--- src/sv/psched_pkg.sv ---
// Shared types, widths and codes for the process slot scheduler.
// No dependencies; every other file of the block imports this package.
`default_nettype none

package psched_pkg;

    // Default table depth.
    localparam int NUM_SLOTS_DEF = 16;

    // Field widths of the transfer payloads.
    localparam int FUNC_W   = 3;
    localparam int ID_W     = 4;
    localparam int PRIO_W   = 8;
    localparam int STAT_W   = 3;
    localparam int POLICY_W = 2;

    // Width of the shared compare/subtract unit (holds a sign-extended
    // priority or a slot count with room for the borrow).
    localparam int ALU_W = 10;

    // Configuration port widths.
    localparam int APB_DW = 32;
    localparam int APB_AW = 2;

    // Operation codes.
    localparam logic [FUNC_W-1:0] FN_CREATE  = 3'd0;
    localparam logic [FUNC_W-1:0] FN_SELECT  = 3'd1;
    localparam logic [FUNC_W-1:0] FN_PAUSE   = 3'd2;
    localparam logic [FUNC_W-1:0] FN_RESUME  = 3'd3;
    localparam logic [FUNC_W-1:0] FN_KILL    = 3'd4;
    localparam logic [FUNC_W-1:0] FN_FINISH  = 3'd5;
    localparam logic [FUNC_W-1:0] FN_SETPRIO = 3'd6;

    // Slot status codes.
    localparam logic [STAT_W-1:0] ST_EMPTY      = 3'd0;
    localparam logic [STAT_W-1:0] ST_READY      = 3'd1;
    localparam logic [STAT_W-1:0] ST_PAUSED     = 3'd2;
    localparam logic [STAT_W-1:0] ST_TERMINATED = 3'd3;
    localparam logic [STAT_W-1:0] ST_KILLED     = 3'd4;

    // Grant policies.
    localparam logic [POLICY_W-1:0] POL_RR      = 2'd0;
    localparam logic [POLICY_W-1:0] POL_PRIO    = 2'd1;
    localparam logic [POLICY_W-1:0] POL_PRIO_RR = 2'd2;

    // One entry of the slot table.
    typedef struct packed {
        logic [STAT_W-1:0]        status;
        logic signed [PRIO_W-1:0] prio;
    } t_slot;

endpackage

`default_nettype wire

--- src/sv/psched_in_if.sv ---
// Request channel of the process slot scheduler: valid/ready plus the request payload.
// Depends on psched_pkg for the field widths.
`default_nettype none

interface psched_in_if;
    import psched_pkg::*;

    logic                     valid;
    logic                     ready;
    logic [FUNC_W-1:0]        func;
    logic [ID_W-1:0]          proc_id;
    logic signed [PRIO_W-1:0] prio_value;

    modport source (output valid, output func, output proc_id, output prio_value,
                    input ready);
    modport sink   (input valid, input func, input proc_id, input prio_value,
                    output ready);
endinterface

`default_nettype wire

--- src/sv/psched_out_if.sv ---
// Response channel of the process slot scheduler: valid/ready plus the response payload.
// Depends on psched_pkg for the field widths.
`default_nettype none

interface psched_out_if;
    import psched_pkg::*;

    logic            valid;
    logic            ready;
    logic            ok;
    logic [ID_W-1:0] result_id;

    modport source (output valid, output ok, output result_id, input ready);
    modport sink   (input valid, input ok, input result_id, output ready);
endinterface

`default_nettype wire

--- src/sv/psched_alu.sv ---
// Shared compare/subtract unit used by the select passes and the index reduction of the scheduler sequencer.
// Depends on psched_pkg for the operand width.
`default_nettype none

module psched_alu (
    input  logic signed [psched_pkg::ALU_W-1:0] i_a,
    input  logic signed [psched_pkg::ALU_W-1:0] i_b,
    output logic                                o_lt,
    output logic                                o_eq,
    output logic        [psched_pkg::ALU_W-1:0] o_diff
);
    import psched_pkg::*;

    logic signed [ALU_W-1:0] diff;

    // Operands are sign-extended into a width with room for the difference, so its sign is the order.
    assign diff   = i_a - i_b;
    assign o_diff = diff;
    assign o_lt   = diff[ALU_W-1];
    assign o_eq   = (diff == '0);
endmodule

`default_nettype wire

--- src/sv/psched_table.sv ---
// Slot table memory: one write port and one read port with registered read data.
// Depends on psched_pkg for the entry type.
`default_nettype none

module psched_table #(
    parameter int NUM_SLOTS = psched_pkg::NUM_SLOTS_DEF
) (
    input  logic                         i_clk,
    input  logic                         i_we,
    input  logic [$clog2(NUM_SLOTS)-1:0] i_waddr,
    input  psched_pkg::t_slot            i_wdata,
    input  logic [$clog2(NUM_SLOTS)-1:0] i_raddr,
    output psched_pkg::t_slot            o_rdata
);
    import psched_pkg::*;

    t_slot r_mem [NUM_SLOTS];
    t_slot r_rdata;

    // Synchronous write and registered read.
    always_ff @(posedge i_clk) begin
        if (i_we) begin
            r_mem[i_waddr] <= i_wdata;
        end
        r_rdata <= r_mem[i_raddr];
    end

    assign o_rdata = r_rdata;
endmodule

`default_nettype wire

--- src/sv/process_slot_scheduler_core.sv ---
// Process slot scheduler core. One request at a time; ready is high only when idle.
// Create, an unused function code and select under an unused policy go from idle
// straight to S_FIN; pause, resume, kill, finish and set priority pass S_CHK first.
// Select walks the slot table through one memory read port, one entry per cycle, in
// up to three passes (best priority, candidate count, pick) plus one shared-unit
// subtract per step of the index reduction.
// Reset (synchronous, active low) empties the table at once through the fill count.
`default_nettype none

module process_slot_scheduler_core #(
    parameter int NUM_SLOTS = psched_pkg::NUM_SLOTS_DEF
) (
    input  logic                          i_clk,
    input  logic                          i_rst_n,
    psched_in_if.sink                     i_in,
    psched_out_if.source                  o_out,
    input  logic                          psel,
    input  logic                          penable,
    input  logic                          pwrite,
    input  logic [psched_pkg::APB_AW-1:0] paddr,
    input  logic [psched_pkg::APB_DW-1:0] pwdata,
    output logic [psched_pkg::APB_DW-1:0] prdata,
    output logic                          pready
);
    import psched_pkg::*;

    localparam int IDX_W = $clog2(NUM_SLOTS);
    localparam int CNT_W = $clog2(NUM_SLOTS + 1);
    localparam int CMP_W = (CNT_W > ID_W) ? CNT_W : ID_W;

    // Sequencer states.
    localparam logic [2:0] S_IDLE = 3'd0;
    localparam logic [2:0] S_CHK  = 3'd1;
    localparam logic [2:0] S_BEST = 3'd2;
    localparam logic [2:0] S_CNT  = 3'd3;
    localparam logic [2:0] S_MOD  = 3'd4;
    localparam logic [2:0] S_PICK = 3'd5;
    localparam logic [2:0] S_FIN  = 3'd6;

    logic [2:0]               r_state,   n_state;
    logic [POLICY_W-1:0]      r_policy;
    logic [CNT_W-1:0]         r_nfid,    n_nfid;
    logic [IDX_W-1:0]         r_rot,     n_rot;
    logic [ID_W-1:0]          r_id,      n_id;
    logic [FUNC_W-1:0]        r_func,    n_func;
    logic signed [PRIO_W-1:0] r_prio,    n_prio;
    logic signed [PRIO_W-1:0] r_best,    n_best;
    logic                     r_have,    n_have;
    logic [CNT_W-1:0]         r_n,       n_n;
    logic [IDX_W-1:0]         r_cpos,    n_cpos;
    logic [CNT_W-1:0]         r_cnt,     n_cnt;
    logic                     r_pend,    n_pend;
    logic [IDX_W-1:0]         r_rd_idx,  n_rd_idx;
    logic                     r_ok,      n_ok;
    logic [ID_W-1:0]          r_rid,     n_rid;
    logic                     r_out_vld, n_out_vld;
    logic                     r_out_ok,  n_out_ok;
    logic [ID_W-1:0]          r_out_rid, n_out_rid;

    // Table ports.
    logic             t_we;
    logic [IDX_W-1:0] t_waddr;
    t_slot            t_wdata;
    logic [IDX_W-1:0] t_raddr;
    t_slot            t_rdata;

    // Shared unit ports.
    logic signed [ALU_W-1:0] alu_a;
    logic signed [ALU_W-1:0] alu_b;
    logic                    alu_lt;
    logic                    alu_eq;
    logic [ALU_W-1:0]        alu_diff;

    // Scan helpers.
    logic              scan_issue;
    logic              scan_last;
    logic              rd_ready;
    logic              id_live;
    logic [STAT_W-1:0] chk_st;
    logic              cand;
    logic [IDX_W-1:0]  pick_k;
    logic [CNT_W-1:0]  k_inc;
    logic              cfg_wr;

    psched_table #(
        .NUM_SLOTS (NUM_SLOTS)
    ) u_table (
        .i_clk   (i_clk),
        .i_we    (t_we),
        .i_waddr (t_waddr),
        .i_wdata (t_wdata),
        .i_raddr (t_raddr),
        .o_rdata (t_rdata)
    );

    psched_alu u_alu (
        .i_a    (alu_a),
        .i_b    (alu_b),
        .o_lt   (alu_lt),
        .o_eq   (alu_eq),
        .o_diff (alu_diff)
    );

    // Configuration port: the only register reads at word address zero; a write to any address updates it.
    assign pready = 1'b1;
    assign cfg_wr = psel & penable & pwrite;
    assign prdata = (paddr == '0) ? APB_DW'(r_policy) : '0;

    // Handshake outputs.
    assign i_in.ready      = (r_state == S_IDLE);
    assign o_out.valid     = r_out_vld;
    assign o_out.ok        = r_out_ok;
    assign o_out.result_id = r_out_rid;

    // Table read address: the target slot on a transfer, else the scan counter.
    assign t_raddr = (r_state == S_IDLE) ? IDX_W'(i_in.proc_id) : r_cnt[IDX_W-1:0];

    // Scan bookkeeping: an entry read last cycle is processed this cycle.
    assign scan_issue = (r_cnt != CNT_W'(NUM_SLOTS));
    assign scan_last  = r_pend & ~scan_issue;
    assign rd_ready   = r_pend & (CNT_W'(r_rd_idx) < r_nfid) & (t_rdata.status == ST_READY);

    // Slots at or above the fill count are empty.
    assign id_live = (CMP_W'(r_id) < CMP_W'(r_nfid));
    assign chk_st  = id_live ? t_rdata.status : ST_EMPTY;

    // The shared unit reduces the index in S_MOD and compares priorities elsewhere.
    always_comb begin
        if (r_state == S_MOD) begin
            alu_a = signed'(ALU_W'(r_rot));
            alu_b = signed'(ALU_W'(r_n));
        end else begin
            alu_a = ALU_W'(t_rdata.prio);
            alu_b = ALU_W'(r_best);
        end
    end

    // Candidate test and grant position for the pick pass.
    assign cand   = rd_ready & ((r_policy == POL_RR) | alu_eq);
    assign pick_k = (r_policy == POL_PRIO) ? '0 : r_rot;
    assign k_inc  = CNT_W'(pick_k) + CNT_W'(1);

    // Sequencer next-state logic.
    always_comb begin
        n_state   = r_state;
        n_nfid    = r_nfid;
        n_rot     = r_rot;
        n_id      = r_id;
        n_func    = r_func;
        n_prio    = r_prio;
        n_best    = r_best;
        n_have    = r_have;
        n_n       = r_n;
        n_cpos    = r_cpos;
        n_cnt     = r_cnt;
        n_pend    = r_pend;
        n_rd_idx  = r_rd_idx;
        n_ok      = r_ok;
        n_rid     = r_rid;
        n_out_vld = r_out_vld;
        n_out_ok  = r_out_ok;
        n_out_rid = r_out_rid;
        t_we      = 1'b0;
        t_waddr   = r_nfid[IDX_W-1:0];
        t_wdata   = '{status: ST_READY, prio: i_in.prio_value};

        // Output register empties on a transfer.
        if (r_out_vld && o_out.ready) begin
            n_out_vld = 1'b0;
        end

        // Scan counter advances in every scan pass.
        if (r_state == S_BEST || r_state == S_CNT || r_state == S_PICK) begin
            n_pend = scan_issue;
            if (scan_issue) begin
                n_rd_idx = r_cnt[IDX_W-1:0];
                n_cnt    = r_cnt + CNT_W'(1);
            end
        end

        unique case (r_state)
            S_IDLE: begin
                if (i_in.valid) begin
                    n_id   = i_in.proc_id;
                    n_func = i_in.func;
                    n_prio = i_in.prio_value;
                    n_ok   = 1'b0;
                    n_rid  = '0;
                    n_cnt  = '0;
                    n_pend = 1'b0;
                    unique case (i_in.func)
                        FN_CREATE: begin
                            n_state = S_FIN;
                            if (r_nfid != CNT_W'(NUM_SLOTS)) begin
                                t_we   = 1'b1;
                                n_ok   = 1'b1;
                                n_rid  = ID_W'(r_nfid);
                                n_nfid = r_nfid + CNT_W'(1);
                            end
                        end
                        FN_SELECT: begin
                            n_have = 1'b0;
                            n_n    = '0;
                            if (r_policy == POL_RR || r_policy == POL_PRIO ||
                                    r_policy == POL_PRIO_RR) begin
                                n_state = S_BEST;
                            end else begin
                                n_state = S_FIN;
                            end
                        end
                        FN_PAUSE, FN_RESUME, FN_KILL, FN_FINISH, FN_SETPRIO: begin
                            n_state = S_CHK;
                        end
                        default: begin
                            n_state = S_FIN;
                        end
                    endcase
                end
            end

            // Status check and update of one targeted slot.
            S_CHK: begin
                n_state = S_FIN;
                t_waddr = IDX_W'(r_id);
                t_wdata = t_rdata;
                unique case (r_func)
                    FN_PAUSE: begin
                        if (chk_st == ST_READY) begin
                            t_wdata.status = ST_PAUSED;
                            t_we           = 1'b1;
                        end
                    end
                    FN_RESUME: begin
                        if (chk_st == ST_PAUSED) begin
                            t_wdata.status = ST_READY;
                            t_we           = 1'b1;
                        end
                    end
                    FN_KILL, FN_FINISH: begin
                        if (chk_st == ST_READY || chk_st == ST_PAUSED) begin
                            t_wdata.status = (r_func == FN_KILL) ? ST_KILLED : ST_TERMINATED;
                            t_we           = 1'b1;
                        end
                    end
                    FN_SETPRIO: begin
                        if (chk_st != ST_EMPTY) begin
                            t_wdata.prio = r_prio;
                            t_we         = 1'b1;
                        end
                    end
                    default: begin
                        t_we = 1'b0;
                    end
                endcase
                n_ok = t_we;
            end

            // First pass: best priority and the count of ready slots.
            S_BEST: begin
                if (rd_ready) begin
                    n_n = r_n + CNT_W'(1);
                    if (!r_have || alu_lt) begin
                        n_best = t_rdata.prio;
                        n_have = 1'b1;
                    end
                end
                if (scan_last) begin
                    n_cnt  = '0;
                    n_pend = 1'b0;
                    n_cpos = '0;
                    if (!n_have) begin
                        n_state = S_FIN;
                    end else if (r_policy == POL_PRIO) begin
                        n_state = S_PICK;
                    end else if (r_policy == POL_PRIO_RR) begin
                        n_n     = '0;
                        n_state = S_CNT;
                    end else begin
                        n_state = S_MOD;
                    end
                end
            end

            // Second pass: count the ready slots that share the best priority.
            S_CNT: begin
                if (rd_ready && alu_eq) begin
                    n_n = r_n + CNT_W'(1);
                end
                if (scan_last) begin
                    n_cnt   = '0;
                    n_pend  = 1'b0;
                    n_state = S_MOD;
                end
            end

            // Reduce the rotate index below the candidate count, one subtract a step.
            S_MOD: begin
                if (!alu_lt) begin
                    n_rot = alu_diff[IDX_W-1:0];
                end else begin
                    n_state = S_PICK;
                end
            end

            // Last pass: grant the candidate at the reduced index, or the first candidate under the priority policy.
            S_PICK: begin
                if (cand) begin
                    if (r_cpos == pick_k) begin
                        n_ok    = 1'b1;
                        n_rid   = ID_W'(r_rd_idx);
                        n_state = S_FIN;
                        if (r_policy != POL_PRIO) begin
                            n_rot = (k_inc == r_n) ? '0 : k_inc[IDX_W-1:0];
                        end
                    end else begin
                        n_cpos = r_cpos + IDX_W'(1);
                    end
                end
                if (scan_last && n_state == S_PICK) begin
                    n_state = S_FIN;
                end
            end

            // Hand the response to the output register once it is free.
            S_FIN: begin
                if (!r_out_vld || o_out.ready) begin
                    n_out_vld = 1'b1;
                    n_out_ok  = r_ok;
                    n_out_rid = r_ok ? r_rid : '0;
                    n_state   = S_IDLE;
                end
            end

            default: begin
                n_state = S_IDLE;
            end
        endcase
    end

    // Control registers.
    always_ff @(posedge i_clk) begin
        if (!i_rst_n) begin
            r_state   <= S_IDLE;
            r_policy  <= POL_RR;
            r_nfid    <= '0;
            r_rot     <= '0;
            r_out_vld <= 1'b0;
        end else begin
            r_state   <= n_state;
            r_nfid    <= n_nfid;
            r_rot     <= n_rot;
            r_out_vld <= n_out_vld;
            if (cfg_wr) begin
                r_policy <= pwdata[POLICY_W-1:0];
            end
        end
    end

    // Working and payload registers.
    always_ff @(posedge i_clk) begin
        r_id      <= n_id;
        r_func    <= n_func;
        r_prio    <= n_prio;
        r_best    <= n_best;
        r_have    <= n_have;
        r_n       <= n_n;
        r_cpos    <= n_cpos;
        r_cnt     <= n_cnt;
        r_pend    <= n_pend;
        r_rd_idx  <= n_rd_idx;
        r_ok      <= n_ok;
        r_rid     <= n_rid;
        r_out_ok  <= n_out_ok;
        r_out_rid <= n_out_rid;
    end
endmodule

`default_nettype wire

--- src/flat_wrapper.sv ---
// flat-port wrapper written by rule: the top's interface ports become plain ports
module process_slot_scheduler_core_flat import psched_pkg::*;
#(
    parameter int NUM_SLOTS = psched_pkg::NUM_SLOTS_DEF
)
  (i_clk, i_rst_n, psel, penable, pwrite, paddr, pwdata, prdata, pready, i_in_valid, i_in_func, i_in_proc_id, i_in_prio_value, i_in_ready, o_out_valid, o_out_ok, o_out_result_id, o_out_ready);
  psched_in_if i_in_i ();
  psched_out_if o_out_i ();
  input  logic i_clk;
  input  logic i_rst_n;
  input  logic psel;
  input  logic penable;
  input  logic pwrite;
  input  logic [psched_pkg::APB_AW-1:0] paddr;
  input  logic [psched_pkg::APB_DW-1:0] pwdata;
  output logic [psched_pkg::APB_DW-1:0] prdata;
  output logic pready;
  input wire logic [$bits(i_in_i.valid)-1:0] i_in_valid;
  input wire logic [$bits(i_in_i.func)-1:0] i_in_func;
  input wire logic [$bits(i_in_i.proc_id)-1:0] i_in_proc_id;
  input wire logic [$bits(i_in_i.prio_value)-1:0] i_in_prio_value;
  output wire logic [$bits(i_in_i.ready)-1:0] i_in_ready;
  output wire logic [$bits(o_out_i.valid)-1:0] o_out_valid;
  output wire logic [$bits(o_out_i.ok)-1:0] o_out_ok;
  output wire logic [$bits(o_out_i.result_id)-1:0] o_out_result_id;
  input wire logic [$bits(o_out_i.ready)-1:0] o_out_ready;
  assign i_in_i.valid = i_in_valid;
  assign i_in_i.func = i_in_func;
  assign i_in_i.proc_id = i_in_proc_id;
  assign i_in_i.prio_value = i_in_prio_value;
  assign i_in_ready = i_in_i.ready;
  assign o_out_valid = o_out_i.valid;
  assign o_out_ok = o_out_i.ok;
  assign o_out_result_id = o_out_i.result_id;
  assign o_out_i.ready = o_out_ready;
  process_slot_scheduler_core #(.NUM_SLOTS(NUM_SLOTS)) u_core (.i_clk(i_clk), .i_rst_n(i_rst_n), .i_in(i_in_i), .o_out(o_out_i), .psel(psel), .penable(penable), .pwrite(pwrite), .paddr(paddr), .pwdata(pwdata), .prdata(prdata), .pready(pready));
endmodule
--- config.mk ---
export PLATFORM = sky130hd
export DESIGN_NAME = process_slot_scheduler_core_flat
export DESIGN_NICKNAME = d
export VERILOG_FILES = /design/src/sv/psched_pkg.sv /design/src/sv/psched_in_if.sv /design/src/sv/psched_out_if.sv /design/src/sv/psched_alu.sv /design/src/sv/psched_table.sv /design/src/sv/process_slot_scheduler_core.sv /design/src/flat_wrapper.sv
export SDC_FILE = /design/constraint.sdc
export NUM_CORES = 1
export LEC_CHECK = 0
export ABC_CLOCK_PERIOD_IN_PS = 4650
export BUFFER_PORTS_ARGS = -buffer_cell sky130_fd_sc_hd__buf_2
export CAP_MARGIN = 10
export CORE_MARGIN = 2
export CORE_UTILIZATION = 34
export CTS_CLUSTER_SIZE = 14
export DETAILED_ROUTE_END_ITERATION = 10
export HOLD_SLACK_MARGIN = 0.1
export PLACE_DENSITY = 0.56
export SYNTH_ARGS = -nofsm -noshare
export SYNTH_HDL_FRONTEND = slang
export SYNTH_SLANG_ARGS = --single-unit
--- constraint.sdc ---
create_clock -name i_clk -period 4.65 [get_ports i_clk]
set_input_delay 1.395 -clock i_clk [delete_from_list [all_inputs] [get_ports i_clk]]
set_output_delay 1.395 -clock i_clk [all_outputs]
set_load 0.02 [all_outputs]
==> metrics list <==
- Status: complete, no violations
- Cell repeated most along the worst path: mux2i_1
- Once the floorplan was initialized, standard cells occupied 34.4% of the core.
* Critical path class: flop to flop
- Final antenna-violating net count: 0
- The mapped netlist covers 11900 µm².
* Most frequent cells after synthesis: edfxtp_1 (223), nand2_1 (74), nor2_1 (70), a21oi_1 (41), mux4_2 (39)
- Min-Delay Path Class: flop to flop
* Post-detailed-route wirelength per cell: 18.4 µm
- Number of setup violations in the final report: 0
* Leakage: 4.78 nW
- Largest stage delay on the critical path: 550 ps
- Across the run, the number of max-cap violations was 0.
- Across the VDD grid, the largest voltage drop is 0.356 mV.
- The total overflow left after global routing is 0.
- For this run, the leading register cell type out of synthesis is edfxtp_1.
- Worst setup skew after layout: 11.2 ps
- In this run, post-CTS hold repair placed 0 buffers.
* Number of design-rule violations left by the first detailed-router iteration: 467
* Part of the Yosys area used for sequential elements: 61.9%
- Setup repair after global routing left no endpoint under its margin.
- Clock tree synthesis selected as its root buffer the cell clkbuf_16.
- The number of max-slew violations in the final report was 0.
- Net switching is 34.0% of the power.
- For the worst setup path, the data required time is 5130 ps.
- Number of instances in the synthesized netlist: 869
- CTS HTree Levels: 1
* Kind of cell adding the most delay to the critical path: simple AND/OR/NAND/NOR gates
* Maximum number of pins on one net before global-route repair: 34
- The first TritonRoute pass finished after 5 iterations.
- From left edge to right edge, the die measures 191 µm.
- The worst path in the final design needs a cycle of 3800 ps, including I/O delays and setup.
* Reg clk slew, reported paths: 60 ps
- By area the synthesized netlist is led by edfxtp_1 (57%), mux4_2 (7.4%), dfxtp_1 (5.4%), ha_1 (2.7%), nand2_1 (2.3%).
- Share of post-route cells with drive strength above 1: 18.9%
- At the end of routability-driven placement, the weighted congestion stood at 0.793.
- The initial antenna violation count came to 1.
* Vertical extent of the die: 191 µm
- Post-CTS repair changed the size of 0 cells.
- Number of buffers on the longest clock path: 3
- Derived from the worst setup path, the maximum achievable clock frequency is 263 MHz.
* Count of flip-flops with a built-in enable after synthesis: 223
* Proportion of power drawn by combinational gates: 35.5%
- Final Cycle Share: 81.8%
* Areal power density over the cells: 588 nW/µm²
* Internal portion of total power: 5.28 mW
- Nets@finish: 1028
- First-pass GRT wire length: 40900 µm
- Data arrival time of the critical path: 4280 ps
- Proportion of power drawn by flip-flops and latches: 37.5%
- Post-CTS Setup Inserts: 0
- Of all nets on the critical path, the largest fanout is 7.
- Buffers added on ports: 34
- Counting the buffers created by CTS gives 27.
- Number of distinct standard cells referenced by the synthesized netlist: 65
- Yosys synthesis warning count: 0
- Most instantiated library cell after synthesis: edfxtp_1
- Of the total power, the clock network draws 27.0%.
* Crit path setup slack, layout: 847 ps
- Fraction of registers with async set or reset after synthesis: 0%
- Source-to-sink clock delay at the later pin of the worst-skew pair: 550 ps
- Summing over every cut layer, the via total after detailed routing is 7099.
* Transition time of the tightest slew-check pin: 1170 ps
* Setup WS pre-CTS: 866 ps
- Count of endpoints failing hold in the final timing report: 0
* Site row count: 68
- The completed layout was analyzed and its total power is 8.00 mW.
- The number of buffers and inverters on the critical path is 3.
* CTS tree: yes
- In the routed layout, each cell is associated on average with a via count of 5.00.
* Count of state elements after synthesis: 255
* Filler cell count in the final layout: 3253
- The die covers 36400 µm².
- Relative slew slack: 22.3%
- Total GRT Usage: 14.6%
* Sum of routed wire length over all layers: 26200 µm
* TritonCTS Sinks: 255
- The synthesized design spends more area on one cell type than any other, namely edfxtp_1.
* Type of origin of the critical path: flop
- For this design the total switching power over the nets is 2.72 mW.
- The number of global-route vias before repair is 7036.
- Number of antenna repair diodes: 0
- On the critical path, the stage with the largest delay is an instance of or4_1.
* Critical path cell sequence: inv_1 > nand2_1 > nor2_1 > buf_4 > mux2i_1 > inv_1 > ha_1 > nand2b_1 > a21oi_1 > a41oi_1 > mux2i_1 > or4_1 > a21oi_2 > mux2i_1
* Proportion of netlist area held by the largest area contributor: 56.5%
* Number of top-level pins: 96
* Kind of end point of the critical path: flop
- Placeable core region: 34500 µm²
- Detailed placement ended at an HPWL of 17600 µm.
- After detailed routing, the number of remaining DRC violations is 0.
* Post-route setup TNS: 0 ps
- In this run the mean area of a mapped cell was 13.6 µm².
* Synthesis-to-layout area growth: 14.9%
cell families after synthesis:
logic type	after synthesis	share of synthesized area, %
AOI/OAI and AO/OA	138	7.73
xor gates and xnor gates	21	1.55
adders and majority gates	27	2.91
buffers and inverters	91	4.12
DFF	255	61.9
muxes	71	10.8
other	2	0.0634
and+or+nand+nor	264	10.9
worst paths after layout:
check,startpoint,to,slack (ps),depth (start not counted)
worst max-delay path,u_core.r_state[0],u_core.r_rot[3],850,14
worst min-delay path,u_core.u_table.o_rdata[6],u_core.r_best[6],460,0
worst max register to register,u_core.r_state[0],u_core.r_rot[3],850,14
worst min register to register,u_core.u_table.o_rdata[6],u_core.r_best[6],460,0
power by group through the flow:
stage | clock (mW) | combinational (mW) | sequential, mW
after CTS | 2.21 | 2.87 | 3.00
after global placement | 0 | 2.83 | 3.04
after floorplan | 0 | 2.10 | 2.99
after global routing | 2.30 | 3.17 | 3.03
final | 2.16 | 2.84 | 3.00
after detailed placement | 0 | 2.87 | 3.05
cells in the final DEF, fill, tap and decap left out, types with 4 or more instances in the layout:
cell type | synthesis | routed
nand4_1 | 6 | 6
nand2_1 | 74 | 74
o21ai_0 | 19 | 19
edfxtp_1 | 223 | 223
buf_4 | 34 | 48
nor3_1 | 19 | 19
clkbuf_16 | 0 | 27
buf_2 | 3 | 34
nand3_1 | 15 | 15
a211oi_2 | 5 | 5
xnor2_1 | 14 | 14
nor2_1 | 70 | 69
ha_1 | 26 | 26
a211oi_1 | 6 | 6
mux4_1 | 5 | 5
nand2b_1 | 12 | 12
o31ai_1 | 4 | 4
and2_1 | 24 | 24
conb_1 | 2 | 31
mux2i_1 | 25 | 22
a31oi_1 | 20 | 20
a21oi_1 | 41 | 41
clkbuf_1 | 23 | 5
clkinv_2 | 0 | 5
dfxtp_1 | 32 | 32
mux4_2 | 39 | 39
xor2_1 | 7 | 7
nor2b_1 | 23 | 23
inv_1 | 27 | 27
o211ai_1 | 4 | 4
state kept, by name, indices dropped and copies added, names as in the netlist:
register / count
u_core.o_out.ok: 1
u_core.o_out.result_id: 4
u_core.o_out.valid: 1
u_core.r_best: 8
u_core.r_cnt: 5
u_core.r_cpos: 4
u_core.r_func: 3
u_core.r_have: 1
u_core.r_id: 4
u_core.r_n: 5
u_core.r_nfid: 5
u_core.r_ok: 1
u_core.r_pend: 1
u_core.r_policy: 2
u_core.r_prio: 8
u_core.r_rd_idx: 4
u_core.r_rid: 4
u_core.r_rot: 4
u_core.r_state: 3
u_core.u_table.o_rdata: 11
u_core.u_table.r_mem: 176
stage by stage:
stage          util (%)  instances  area [µm²]  hold slack [ps]
3_3_place_gp       36.9       1371       12700              444
2_1_floorplan         -        898       12000              422
5_1_grt            39.5       1421       13600              476
6_report           39.5       1421       13600              457
4_1_cts            39.5       1421       13600              461
3_5_place_dp       36.9       1371       12700              446
layout make-up:
cell class	count	area, µm²	share of cell area [%]
tap	455	569	4.18
sequential	255	7340	53.9
inverter	27	101	0.745
multi-input combinational	552	4180	30.7
clock inverter	17	186	1.37
timing repair buffer	82	531	3.90
clock buffer	33	708	5.20
layer usage:
metal	share of wire (%)	up-vias	track usage, %
li1	-	3390	-
met4	2.3	0	3.55
met1	46	3502	20.2
met3	4.7	39	2.34
met5	0	-	0
met2	47	168	24.0
No activity file was read; power rests on OpenSTA's default activity.
